[src/design/pwm_divider_wrap_level_calc_core_defines.svh]
// Assertion macros for the RTL file that checks itself.
`ifndef PWM_DIVIDER_WRAP_LEVEL_CALC_CORE_DEFINES_SVH
`define PWM_DIVIDER_WRAP_LEVEL_CALC_CORE_DEFINES_SVH

// Checks that the consequent holds in the same cycle as the antecedent.
`define PWMDWL_ASSERT_SAME(lbl, ante, cons) \
  lbl: assert property (@(posedge clk_i) disable iff (!rst_ni) (ante) |-> (cons)) \
    else $error("pwmdwl check failed");

// Checks that the consequent holds in the cycle after the antecedent.
`define PWMDWL_ASSERT_NEXT(lbl, ante, cons) \
  lbl: assert property (@(posedge clk_i) disable iff (!rst_ni) (ante) |=> (cons)) \
    else $error("pwmdwl check failed");

`endif

[src/design/pwmdwl_pkg.sv]
`default_nettype none

package pwmdwl_pkg;

  localparam int unsigned CLK_W      = 30;
  localparam int unsigned DIV_W      = 32;
  localparam int unsigned LIM_W      = CLK_W + 18;
  localparam int unsigned PROD_W     = 23;
  localparam logic [29:0] CLK_RESET  = 30'd125000000;
  localparam logic [31:0] FREQ_MIN   = 32'd8;
  localparam logic [6:0]  FULL_DUTY  = 7'd100;

  // Reciprocal of 100 scaled by 2^30; exact for every product below 2^23.
  localparam logic [23:0] RECIP_100   = 24'd10737419;
  localparam int unsigned RECIP_SHIFT = 30;

  typedef enum logic [1:0] {
    STATUS_OK    = 2'd0,
    STATUS_RANGE = 2'd1,
    STATUS_NOFIT = 2'd2
  } status_e;

  typedef enum logic [1:0] {
    DIV_SEL_CD,
    DIV_SEL_WRAP
  } div_sel_e;

  typedef enum logic [3:0] {
    ST_IDLE,
    ST_RANGE,
    ST_LIM_A,
    ST_LIM_B,
    ST_CD_GO,
    ST_CD_WAIT,
    ST_TEST,
    ST_W_GO,
    ST_W_WAIT,
    ST_PROD,
    ST_LEVEL,
    ST_OK,
    ST_FAIL_RANGE,
    ST_FAIL_FIT
  } state_e;

  typedef struct packed {
    logic [2:0]  slice;
    logic        channel;
    logic [31:0] target_freq_hz;
    logic [6:0]  duty_percent;
  } in_t;

  typedef struct packed {
    status_e     status;
    logic [2:0]  slice_out;
    logic        channel_out;
    logic [7:0]  clock_divider;
    logic [15:0] wrap_value;
    logic [15:0] compare_level;
    logic        enable;
  } res_t;

  typedef struct packed {
    logic     load;
    logic     lim_a;
    logic     lim_b;
    logic     div_start;
    div_sel_e div_sel;
    logic     cd_cap;
    logic     d_inc;
    logic     w_cap;
    logic     prod;
    logic     lvl_cap;
    logic     emit;
    status_e  emit_status;
  } cmd_t;

  typedef struct packed {
    logic range_bad;
    logic fits;
    logic d_last;
    logic div_done;
  } sts_t;

endpackage

`default_nettype wire

[src/design/pwmdwl_sdiv.sv]
`default_nettype none

module pwmdwl_sdiv (
  input  wire logic                           clk_i,
  input  wire logic                           rst_ni,
  input  wire logic                           start_i,
  input  wire logic [pwmdwl_pkg::DIV_W-1:0]   dividend_i,
  input  wire logic [pwmdwl_pkg::DIV_W-1:0]   divisor_i,
  output logic                                done_o,
  output logic [pwmdwl_pkg::DIV_W-1:0]        quotient_o
);

  localparam int unsigned W   = pwmdwl_pkg::DIV_W;
  localparam int unsigned CNT = $clog2(W + 1);

  logic [W-1:0]   rem_q, rem_d, quo_q, quo_d, dvs_q;
  logic [CNT-1:0] cnt_q, cnt_d;
  logic           run_q, run_d, done_q, done_d;
  logic [W:0]     shifted, diff;
  logic           ge;

  always_comb begin
    shifted = {rem_q, quo_q[W-1]};
    diff    = shifted - {1'b0, dvs_q};
    ge      = shifted >= {1'b0, dvs_q};
  end

  always_comb begin
    rem_d  = rem_q;
    quo_d  = quo_q;
    cnt_d  = cnt_q;
    run_d  = run_q;
    done_d = 1'b0;
    if (start_i) begin
      rem_d = '0;
      quo_d = dividend_i;
      cnt_d = CNT'(W);
      run_d = 1'b1;
    end else if (run_q) begin
      rem_d = ge ? diff[W-1:0] : shifted[W-1:0];
      quo_d = {quo_q[W-2:0], ge};
      cnt_d = cnt_q - CNT'(1);
      if (cnt_q == CNT'(1)) begin
        run_d  = 1'b0;
        done_d = 1'b1;
      end
    end
  end

  always_ff @(posedge clk_i or negedge rst_ni) begin
    if (!rst_ni) begin
      run_q  <= 1'b0;
      done_q <= 1'b0;
      cnt_q  <= '0;
    end else begin
      run_q  <= run_d;
      done_q <= done_d;
      cnt_q  <= cnt_d;
    end
  end

  always_ff @(posedge clk_i) begin
    rem_q <= rem_d;
    quo_q <= quo_d;
    if (start_i) begin
      dvs_q <= divisor_i;
    end
  end

  assign done_o     = done_q;
  assign quotient_o = quo_q;

endmodule

`default_nettype wire

[src/design/pwmdwl_ctrl.sv]
`default_nettype none

module pwmdwl_ctrl (
  input  wire logic               clk_i,
  input  wire logic               rst_ni,
  input  wire logic               start_i,
  input  wire pwmdwl_pkg::sts_t   sts_i,
  output pwmdwl_pkg::cmd_t        cmd_o,
  output logic                    busy_o
);

  pwmdwl_pkg::state_e state_q, state_d;

  always_comb begin
    state_d = state_q;
    unique case (state_q)
      pwmdwl_pkg::ST_IDLE: begin
        if (start_i) begin
          state_d = pwmdwl_pkg::ST_RANGE;
        end
      end
      pwmdwl_pkg::ST_RANGE: begin
        state_d = sts_i.range_bad ? pwmdwl_pkg::ST_FAIL_RANGE : pwmdwl_pkg::ST_LIM_A;
      end
      pwmdwl_pkg::ST_LIM_A:   state_d = pwmdwl_pkg::ST_LIM_B;
      pwmdwl_pkg::ST_LIM_B:   state_d = pwmdwl_pkg::ST_CD_GO;
      pwmdwl_pkg::ST_CD_GO:   state_d = pwmdwl_pkg::ST_CD_WAIT;
      pwmdwl_pkg::ST_CD_WAIT: begin
        if (sts_i.div_done) begin
          state_d = pwmdwl_pkg::ST_TEST;
        end
      end
      pwmdwl_pkg::ST_TEST: begin
        if (sts_i.fits) begin
          state_d = pwmdwl_pkg::ST_W_GO;
        end else if (sts_i.d_last) begin
          state_d = pwmdwl_pkg::ST_FAIL_FIT;
        end else begin
          state_d = pwmdwl_pkg::ST_CD_GO;
        end
      end
      pwmdwl_pkg::ST_W_GO:    state_d = pwmdwl_pkg::ST_W_WAIT;
      pwmdwl_pkg::ST_W_WAIT: begin
        if (sts_i.div_done) begin
          state_d = pwmdwl_pkg::ST_PROD;
        end
      end
      pwmdwl_pkg::ST_PROD:    state_d = pwmdwl_pkg::ST_LEVEL;
      pwmdwl_pkg::ST_LEVEL:   state_d = pwmdwl_pkg::ST_OK;
      pwmdwl_pkg::ST_OK,
      pwmdwl_pkg::ST_FAIL_RANGE,
      pwmdwl_pkg::ST_FAIL_FIT: state_d = pwmdwl_pkg::ST_IDLE;
      default:                 state_d = pwmdwl_pkg::ST_IDLE;
    endcase
  end

  always_comb begin
    cmd_o             = '0;
    cmd_o.div_sel     = pwmdwl_pkg::DIV_SEL_CD;
    cmd_o.emit_status = pwmdwl_pkg::STATUS_OK;
    busy_o            = 1'b1;
    unique case (state_q)
      pwmdwl_pkg::ST_IDLE: begin
        busy_o     = 1'b0;
        cmd_o.load = start_i;
      end
      pwmdwl_pkg::ST_LIM_A: cmd_o.lim_a = 1'b1;
      pwmdwl_pkg::ST_LIM_B: cmd_o.lim_b = 1'b1;
      pwmdwl_pkg::ST_CD_GO: begin
        cmd_o.div_start = 1'b1;
        cmd_o.div_sel   = pwmdwl_pkg::DIV_SEL_CD;
      end
      pwmdwl_pkg::ST_CD_WAIT: cmd_o.cd_cap = sts_i.div_done;
      pwmdwl_pkg::ST_TEST:    cmd_o.d_inc  = !sts_i.fits && !sts_i.d_last;
      pwmdwl_pkg::ST_W_GO: begin
        cmd_o.div_start = 1'b1;
        cmd_o.div_sel   = pwmdwl_pkg::DIV_SEL_WRAP;
      end
      pwmdwl_pkg::ST_W_WAIT:  cmd_o.w_cap   = sts_i.div_done;
      pwmdwl_pkg::ST_PROD:    cmd_o.prod    = 1'b1;
      pwmdwl_pkg::ST_LEVEL:   cmd_o.lvl_cap = 1'b1;
      pwmdwl_pkg::ST_OK: begin
        cmd_o.emit        = 1'b1;
        cmd_o.emit_status = pwmdwl_pkg::STATUS_OK;
      end
      pwmdwl_pkg::ST_FAIL_RANGE: begin
        cmd_o.emit        = 1'b1;
        cmd_o.emit_status = pwmdwl_pkg::STATUS_RANGE;
      end
      pwmdwl_pkg::ST_FAIL_FIT: begin
        cmd_o.emit        = 1'b1;
        cmd_o.emit_status = pwmdwl_pkg::STATUS_NOFIT;
      end
      default: ;
    endcase
  end

  always_ff @(posedge clk_i or negedge rst_ni) begin
    if (!rst_ni) begin
      state_q <= pwmdwl_pkg::ST_IDLE;
    end else begin
      state_q <= state_d;
    end
  end

endmodule

`default_nettype wire

[src/design/pwmdwl_dp.sv]
`default_nettype none

module pwmdwl_dp #(
  parameter int unsigned DIVIDER_LIMIT = 255,
  parameter int unsigned COUNTER_MAX   = 65535
) (
  input  wire logic                           clk_i,
  input  wire logic                           rst_ni,
  input  wire pwmdwl_pkg::in_t                in_item_i,
  input  wire logic                           cfg_we_i,
  input  wire logic [pwmdwl_pkg::CLK_W-1:0]   cfg_data_i,
  input  wire pwmdwl_pkg::cmd_t               cmd_i,
  output pwmdwl_pkg::sts_t                    sts_o,
  output logic                                result_valid_o,
  output pwmdwl_pkg::res_t                    result_o
);

  localparam int unsigned CW = pwmdwl_pkg::CLK_W;
  localparam int unsigned LW = pwmdwl_pkg::LIM_W;
  localparam int unsigned DW = pwmdwl_pkg::DIV_W;
  localparam int unsigned PW = pwmdwl_pkg::PROD_W;
  localparam int unsigned RW = PW + 24;
  localparam logic [16:0] CMAX   = 17'(COUNTER_MAX);
  localparam logic [16:0] CMAX1  = 17'(COUNTER_MAX + 1);
  localparam logic [7:0]  D_LAST = 8'(DIVIDER_LIMIT - 1);

  pwmdwl_pkg::in_t  in_q;
  pwmdwl_pkg::res_t res_q;
  logic [6:0]       duty_q;
  logic [CW-1:0]    clk_q, cd_q, freq_lo;
  logic [7:0]       d_q;
  logic [LW-1:0]    lim_a_q, lim_b_q, mul_res;
  logic [CW:0]      mul_a;
  logic [16:0]      mul_b;
  logic [15:0]      wrap_q, level_q, base;
  logic [PW-1:0]    prod_q;
  logic [RW-1:0]    lvl_mul;
  logic             valid_q;
  logic [DW-1:0]    div_dividend, div_divisor, div_quo;
  logic             div_done;

  assign freq_lo = in_q.target_freq_hz[CW-1:0];

  always_comb begin
    mul_a = cmd_i.lim_a ? ({1'b0, freq_lo} + (CW+1)'(1)) : {1'b0, freq_lo};
    mul_b = cmd_i.lim_a ? CMAX : CMAX1;
    mul_res = LW'(mul_a) * LW'(mul_b);
    base = (duty_q == pwmdwl_pkg::FULL_DUTY) ? (wrap_q + 16'd1) : wrap_q;
    lvl_mul = RW'(prod_q) * RW'(pwmdwl_pkg::RECIP_100);
  end

  always_comb begin
    div_dividend = DW'(clk_q);
    div_divisor  = DW'(d_q);
    case (cmd_i.div_sel)
      pwmdwl_pkg::DIV_SEL_WRAP: begin
        div_dividend = DW'(cd_q);
        div_divisor  = in_q.target_freq_hz;
      end
      default: ;
    endcase
  end

  pwmdwl_sdiv u_sdiv (
    .clk_i,
    .rst_ni,
    .start_i    (cmd_i.div_start),
    .dividend_i (div_dividend),
    .divisor_i  (div_divisor),
    .done_o     (div_done),
    .quotient_o (div_quo)
  );

  always_comb begin
    sts_o.range_bad = (in_q.target_freq_hz < pwmdwl_pkg::FREQ_MIN) ||
                      (in_q.target_freq_hz > 32'(clk_q));
    sts_o.fits      = (LW'(cd_q) < lim_a_q) && (LW'(cd_q) < lim_b_q);
    sts_o.d_last    = d_q == D_LAST;
    sts_o.div_done  = div_done;
  end

  always_ff @(posedge clk_i or negedge rst_ni) begin
    if (!rst_ni) begin
      clk_q   <= pwmdwl_pkg::CLK_RESET;
      valid_q <= 1'b0;
    end else begin
      valid_q <= cmd_i.emit;
      if (cfg_we_i) begin
        clk_q <= cfg_data_i;
      end
    end
  end

  always_ff @(posedge clk_i) begin
    if (cmd_i.load) begin
      in_q   <= in_item_i;
      duty_q <= (in_item_i.duty_percent > pwmdwl_pkg::FULL_DUTY) ?
                pwmdwl_pkg::FULL_DUTY : in_item_i.duty_percent;
      d_q    <= 8'd1;
    end else if (cmd_i.d_inc) begin
      d_q <= d_q + 8'd1;
    end
    if (cmd_i.lim_a) begin
      lim_a_q <= mul_res;
    end
    if (cmd_i.lim_b) begin
      lim_b_q <= mul_res;
    end
    if (cmd_i.cd_cap) begin
      cd_q <= div_quo[CW-1:0];
    end
    if (cmd_i.w_cap) begin
      wrap_q <= div_quo[15:0];
    end
    if (cmd_i.prod) begin
      prod_q <= PW'(base) * PW'(duty_q);
    end
    if (cmd_i.lvl_cap) begin
      level_q <= lvl_mul[pwmdwl_pkg::RECIP_SHIFT +: 16];
    end
    if (cmd_i.emit) begin
      res_q.status      <= cmd_i.emit_status;
      res_q.slice_out   <= in_q.slice;
      res_q.channel_out <= in_q.channel;
      if (cmd_i.emit_status == pwmdwl_pkg::STATUS_OK) begin
        res_q.clock_divider <= d_q;
        res_q.wrap_value    <= wrap_q;
        res_q.compare_level <= level_q;
        res_q.enable        <= 1'b1;
      end else begin
        res_q.clock_divider <= '0;
        res_q.wrap_value    <= '0;
        res_q.compare_level <= '0;
        res_q.enable        <= 1'b0;
      end
    end
  end

  assign result_valid_o = valid_q;
  assign result_o       = res_q;

endmodule

`default_nettype wire

[src/design/pwm_divider_wrap_level_calc_core.sv]
// A rejected frequency is reported after the range check alone; otherwise dividers from 1
// up are tried, one serial division each, until one fits or the last has failed, and a fit
// is followed by the wrap division and the level. One item at a time, set by the shared
// 32-step serial divider; the next item is accepted from the cycle its result is shown.
// The result strobe is high for one cycle and the receiver cannot stall it.
// Reset clears the controller and loads the clock register with 125000000.
`default_nettype none

module pwm_divider_wrap_level_calc_core #(
  parameter int unsigned DIVIDER_LIMIT = 255,
  parameter int unsigned COUNTER_MAX   = 65535
) (
  input  wire logic                           clk_i,
  input  wire logic                           rst_ni,
  input  wire logic                           start_i,
  output logic                                busy_o,
  input  wire pwmdwl_pkg::in_t                in_item_i,
  input  wire logic                           cfg_valid_i,
  output logic                                cfg_ready_o,
  input  wire logic [pwmdwl_pkg::CLK_W-1:0]   cfg_data_i,
  output logic                                result_valid_o,
  output pwmdwl_pkg::res_t                    result_o
);

  `include "pwm_divider_wrap_level_calc_core_defines.svh"

  pwmdwl_pkg::cmd_t cmd;
  pwmdwl_pkg::sts_t sts;
  logic             cfg_we;

  assign cfg_ready_o = !busy_o;
  assign cfg_we      = cfg_valid_i && cfg_ready_o;

  pwmdwl_ctrl u_ctrl (
    .clk_i,
    .rst_ni,
    .start_i,
    .sts_i  (sts),
    .cmd_o  (cmd),
    .busy_o
  );

  pwmdwl_dp #(
    .DIVIDER_LIMIT (DIVIDER_LIMIT),
    .COUNTER_MAX   (COUNTER_MAX)
  ) u_dp (
    .clk_i,
    .rst_ni,
    .in_item_i,
    .cfg_we_i       (cfg_we),
    .cfg_data_i,
    .cmd_i          (cmd),
    .sts_o          (sts),
    .result_valid_o,
    .result_o
  );

  `PWMDWL_ASSERT_NEXT(a_start_busy, start_i && !busy_o, busy_o)
  `PWMDWL_ASSERT_NEXT(a_single_result, result_valid_o, !result_valid_o)
  `PWMDWL_ASSERT_SAME(a_enable_ok, result_valid_o, result_o.enable == (result_o.status == pwmdwl_pkg::STATUS_OK))
  `PWMDWL_ASSERT_SAME(a_div_range, result_valid_o && result_o.enable, (result_o.clock_divider != 8'd0) && (32'(result_o.clock_divider) < DIVIDER_LIMIT))

endmodule

`default_nettype wire

[config.mk]
export PLATFORM = sky130hd
export DESIGN_NAME = pwm_divider_wrap_level_calc_core
export DESIGN_NICKNAME = d
export VERILOG_FILES = /design/src/design/pwmdwl_pkg.sv /design/src/design/pwmdwl_sdiv.sv /design/src/design/pwmdwl_ctrl.sv /design/src/design/pwmdwl_dp.sv /design/src/design/pwm_divider_wrap_level_calc_core.sv
export VERILOG_INCLUDE_DIRS = /design/src /design/src/design
export SDC_FILE = /design/constraint.sdc
export NUM_CORES = 2
export LEC_CHECK = 0
export BUFFER_PORTS_ARGS = -buffer_cell sky130_fd_sc_hd__buf_2
export CORE_ASPECT_RATIO = 0.5
export CORE_UTILIZATION = 51
export DETAILED_ROUTE_END_ITERATION = 10
export GPL_TIMING_DRIVEN = 0
export PLACE_DENSITY = 0.77
export RECOVER_POWER = 50
export SKIP_LAST_GASP = 1
export SYNTH_ARGS = -nofsm -noshare
export SYNTH_HDL_FRONTEND = slang
export SYNTH_SLANG_ARGS = --single-unit
[constraint.sdc]
create_clock -name clk_i -period 17.2 [get_ports clk_i]
set_input_delay 1.72 -clock clk_i [delete_from_list [all_inputs] [get_ports clk_i]]
set_output_delay 1.72 -clock clk_i [all_outputs]
set_load 0.02 [all_outputs]
==> flow_summary.yaml <==
global_route:
  first_global_vias: 33500
  grt_first_pass_wirelength_um: 183000
  global_route.overflow_total: 0
  groute.usage.overall_pct: 26.2
  grt_antenna_before_repair: 2
  maximum_number_of_pins_on_one_net_before_global_route_repair: 58
yosys:
  yosys-mux-area-fraction_pct: 1.65
  largest_family_of_logic_cells_by_synthesized_area: "adder cells"
  most_numerous_cell_types_in_the_synthesized_netlist: "sky130_fd_sc_hd__inv_1 (918), sky130_fd_sc_hd__fa_1 (563), sky130_fd_sc_hd__ha_1 (553)"
  post_synth_instance_area_mm2: 0.0449
  synth_largest_type_area_fraction_pct: 25.1
  synth_adder_area_share_pct: 40.5
  post_synth_and_or_nand_nor_area_fraction_pct: 9.74
  synth-xor-area-share_pct: 3.30
  post-synth-top-count-cell: "sky130_fd_sc_hd__inv_1"
  synthTopCellsByArea: "sky130_fd_sc_hd__fa_1 (25%), sky130_fd_sc_hd__edfxtp_1 (22%), sky130_fd_sc_hd__ha_1 (15%)"
  biggest_area_consumer_among_synthesized_cells: "sky130_fd_sc_hd__fa_1"
  postSynthRegisterBits: 418
  synth.lib_cells_used.distinct: 96
  synth_area_per_cell_um2: 10.3
  synth-compound-area-share_pct: 9.39
  synth_edf_count: 335
  netlist_instances: 4361
  ys_async_sr_fraction_pct: 10.3
  synth_sequential_area_ratio_pct: 26.6
  synth_ff_type: "sky130_fd_sc_hd__edfxtp_1"
  yosysWarnings: 0
drt:
  detail_route.first_pass.iterations: 8
  routedWlPerCell_um: 19.8
  drt_iter0_drc: 2536
  route.detailed.vias_per_inst: 5.58
  vias: 32000
  drt_drc_violations_left: 0
  wl_um: 114000
  detail-route-antenna-nets: 0
setup_path:
  worst_r2r_endpoint: "u_dp.lim_a_q[44]"
  setup.worst_path.class: "register to register"
  rr_worst_depth: 29
  rr_startpoint: "u_ctrl.state_q[0]"
  timing.critical_path.slowest_cell_delay_ps: 870
  critPathMaxFanout: 57
  slowest_stage: "sky130_fd_sc_hd__clkbuf_4"
  cp_data_required_time_ps: 17530
  setup_slack_of_the_worst_register_to_register_path_ps: 6580
  kind_of_start_point_of_the_critical_path: "register"
  worst_path_most_repeated_cell: "sky130_fd_sc_hd__fa_1"
  endpoint_type_of_the_worst_setup_path: "register"
  timing.critical_path.arrival_ps: 10950
  setup_crit_start: "u_ctrl.state_q[0]"
final_layout:
  footprint_of_the_flip_flops_and_latches_mm2: 0.0120
  n_fill_cell: 7300
  finish.cell_count_without_fillers: 5741
  antenna-diode-count: 0
  nNetsFinal: 5732
  area_taken_by_multi_input_logic_gates_mm2: 0.0290
  drive_above_1_share_pct: 6.56
  area_delta_synth_final_pct: 7.69
timing:
  finalSetupViolCount: 0
  grt_setup_unrepaired: "no"
  fin_crit_sh_pct: 61.7
  finalCriticalPeriod_ps: 10620
  worst_slew_margin_rel_pct: -88.3
  maxSlewViolCount: 159
  finClkSkew_ps: 17.4
  fin_setup_tns_ps: 0
  tightest_slew_ps: 2820
  hold_violations: 0
  maxClockFrequency_ghz: 0.0942
hold_path:
  worst_hold_path.endpoint: "u_dp.result_o[42]"
  worst_hold_path.num_cells: 0
  min-delay-path-class: "register to register"
  min-delay-start: "u_dp.in_q[40]"
placement:
  dp_cells: 5667
  place.port_buffers: 126
  post-dp-hpwl_um: 94000
  gp_routability_congestion: 0.970
die:
  initial_core_util_pct: 51.9
  die_height_um: 212
  fp.dieArea_mm2: 0.0894
  ios: 127
  core_region_area_mm2: 0.0866
  die_w_um: 422
  placementRows: 76
status:
  result_of_the_run: "complete, but fails checks"
  violations: "capacitance limit, slew limit"
clock_tree:
  post_cts.resized_instances: 0
  cts-buffers-inserted: 40
  tritoncts_clock_tree: "yes"
  clock_tree.htree_level_count: 2
  clock_latency_ps: 610
  tritoncts_sinks: 418
  post_cts_hold_buffer_count: 0
  path_clk_slew_ps: 70
  cts_buffer_depth: 3
  cts_setup_buffers: 0
  clock_root_buffer_master: "sky130_fd_sc_hd__clkbuf_16"
job:
  cap_viol_max_count: 5
-- how the worst max path moves through the flow --
| stage | slack [ps] | to | cells past startpoint |
|---|---|---|---|
| final | 6580 | u_dp.lim_a_q[44] | 29 |
| after floorplan | 7870 | u_dp.lim_a_q[47] | 28 |
| after CTS | 6810 | u_dp.lim_a_q[44] | 29 |
| after detailed placement | 6890 | u_dp.lim_a_q[44] | 31 |
| after global routing | 6060 | u_dp.lim_a_q[46] | 29 |
| after global placement | 4810 | u_dp.lim_b_q[44] | 29 |
-- registers in the layout, summed over array words and instances, names as in the netlist --
register,cells
u_dp.lim_a_q,48
u_dp.clk_q,30
u_dp.d_q,8
u_ctrl.state_q,4
u_dp.wrap_q,16
u_dp.result_o,47
u_dp.u_sdiv.rem_q,32
u_dp.level_q,16
u_dp.u_sdiv.cnt_q,6
u_dp.duty_q,7
u_dp.u_sdiv.quotient_o,32
u_dp.freq_lo,30
u_dp.in_q,6
u_dp.u_sdiv.done_o,1
u_dp.lim_b_q,48
u_dp.cd_q,30
u_dp.u_sdiv.dvs_q,32
u_dp.result_valid_o,1
u_dp.prod_q,23
u_dp.u_sdiv.run_q,1
-- worst max-delay path: cells and delay by family, from the launching register on --
family	cells	cell delay, ps
fa+ha+maj	7	3690
buf+inv	9	2690
compound gates	6	1790
simple gates	7	1750
flops	1	370
-- placed cells by master, fill, tap and decap left out, types with 69 or more instances in the layout --
cell type	instances
sky130_fd_sc_hd__xnor2_1	109
sky130_fd_sc_hd__fa_1	563
sky130_fd_sc_hd__buf_2	128
sky130_fd_sc_hd__a21o_1	109
sky130_fd_sc_hd__nor3_1	72
sky130_fd_sc_hd__o21ai_0	141
sky130_fd_sc_hd__nand3_1	69
sky130_fd_sc_hd__a21oi_1	205
sky130_fd_sc_hd__nand2_1	270
sky130_fd_sc_hd__nor2_1	153
sky130_fd_sc_hd__inv_1	916
sky130_fd_sc_hd__clkbuf_1	123
sky130_fd_sc_hd__ha_1	553
sky130_fd_sc_hd__edfxtp_1	335
-- final cells by class --
cell class	count	share of cell area, %
clock buffer	51	2.28
buffer	120	1.00
multi-input combinational	2902	60.0
timing repair buffer	135	1.40
clock inverter	23	0.422
tap	1170	3.03
sequential	418	24.7
inverter	922	7.15
-- logic make-up (layout without fill, tap and decap cells) --
family	after synthesis	count (layout)
AO/OA/AOI/OAI	669	669
multiplexers	69	69
buffers and inverters	1042	1251
AND/OR/NAND/NOR	880	880
flip-flops	418	418
other	1	2
XOR/XNOR	164	164
adder cells (fa/ha/maj)	1118	1118
-- stage by stage --
| stage | worst slack [ps] | hold WS [ps] | area (µm²) | utilization [%] |
|---|---|---|---|---|
| 5_1_grt | 6060 | 428 | 48400 | 55.9 |
| 3_3_place_gp | 4810 | 402 | 47000 | 54.3 |
| 2_1_floorplan | 7870 | 400 | 44900 | - |
| 3_5_place_dp | 6890 | 410 | 47200 | 54.5 |
| 6_report | 6580 | 414 | 48400 | 55.9 |
| 4_1_cts | 6810 | 415 | 48500 | 56.0 |
-- per-layer routing --
metal / routed length, µm / share of wire (%) / vias up / track usage (%)
met5: 0 / 0 / - / 0
met4: 4820 / 4.2 / 0 / 10.5
met3: 7040 / 6.2 / 246 / 3.69
met2: 54500 / 48 / 1042 / 44.6
met1: 47400 / 42 / 16000 / 33.9
li1: - / - / 14700 / -
Power is not shown: default switching activity piles up to over one toggle a cycle in this logic, so the estimate is an artifact.
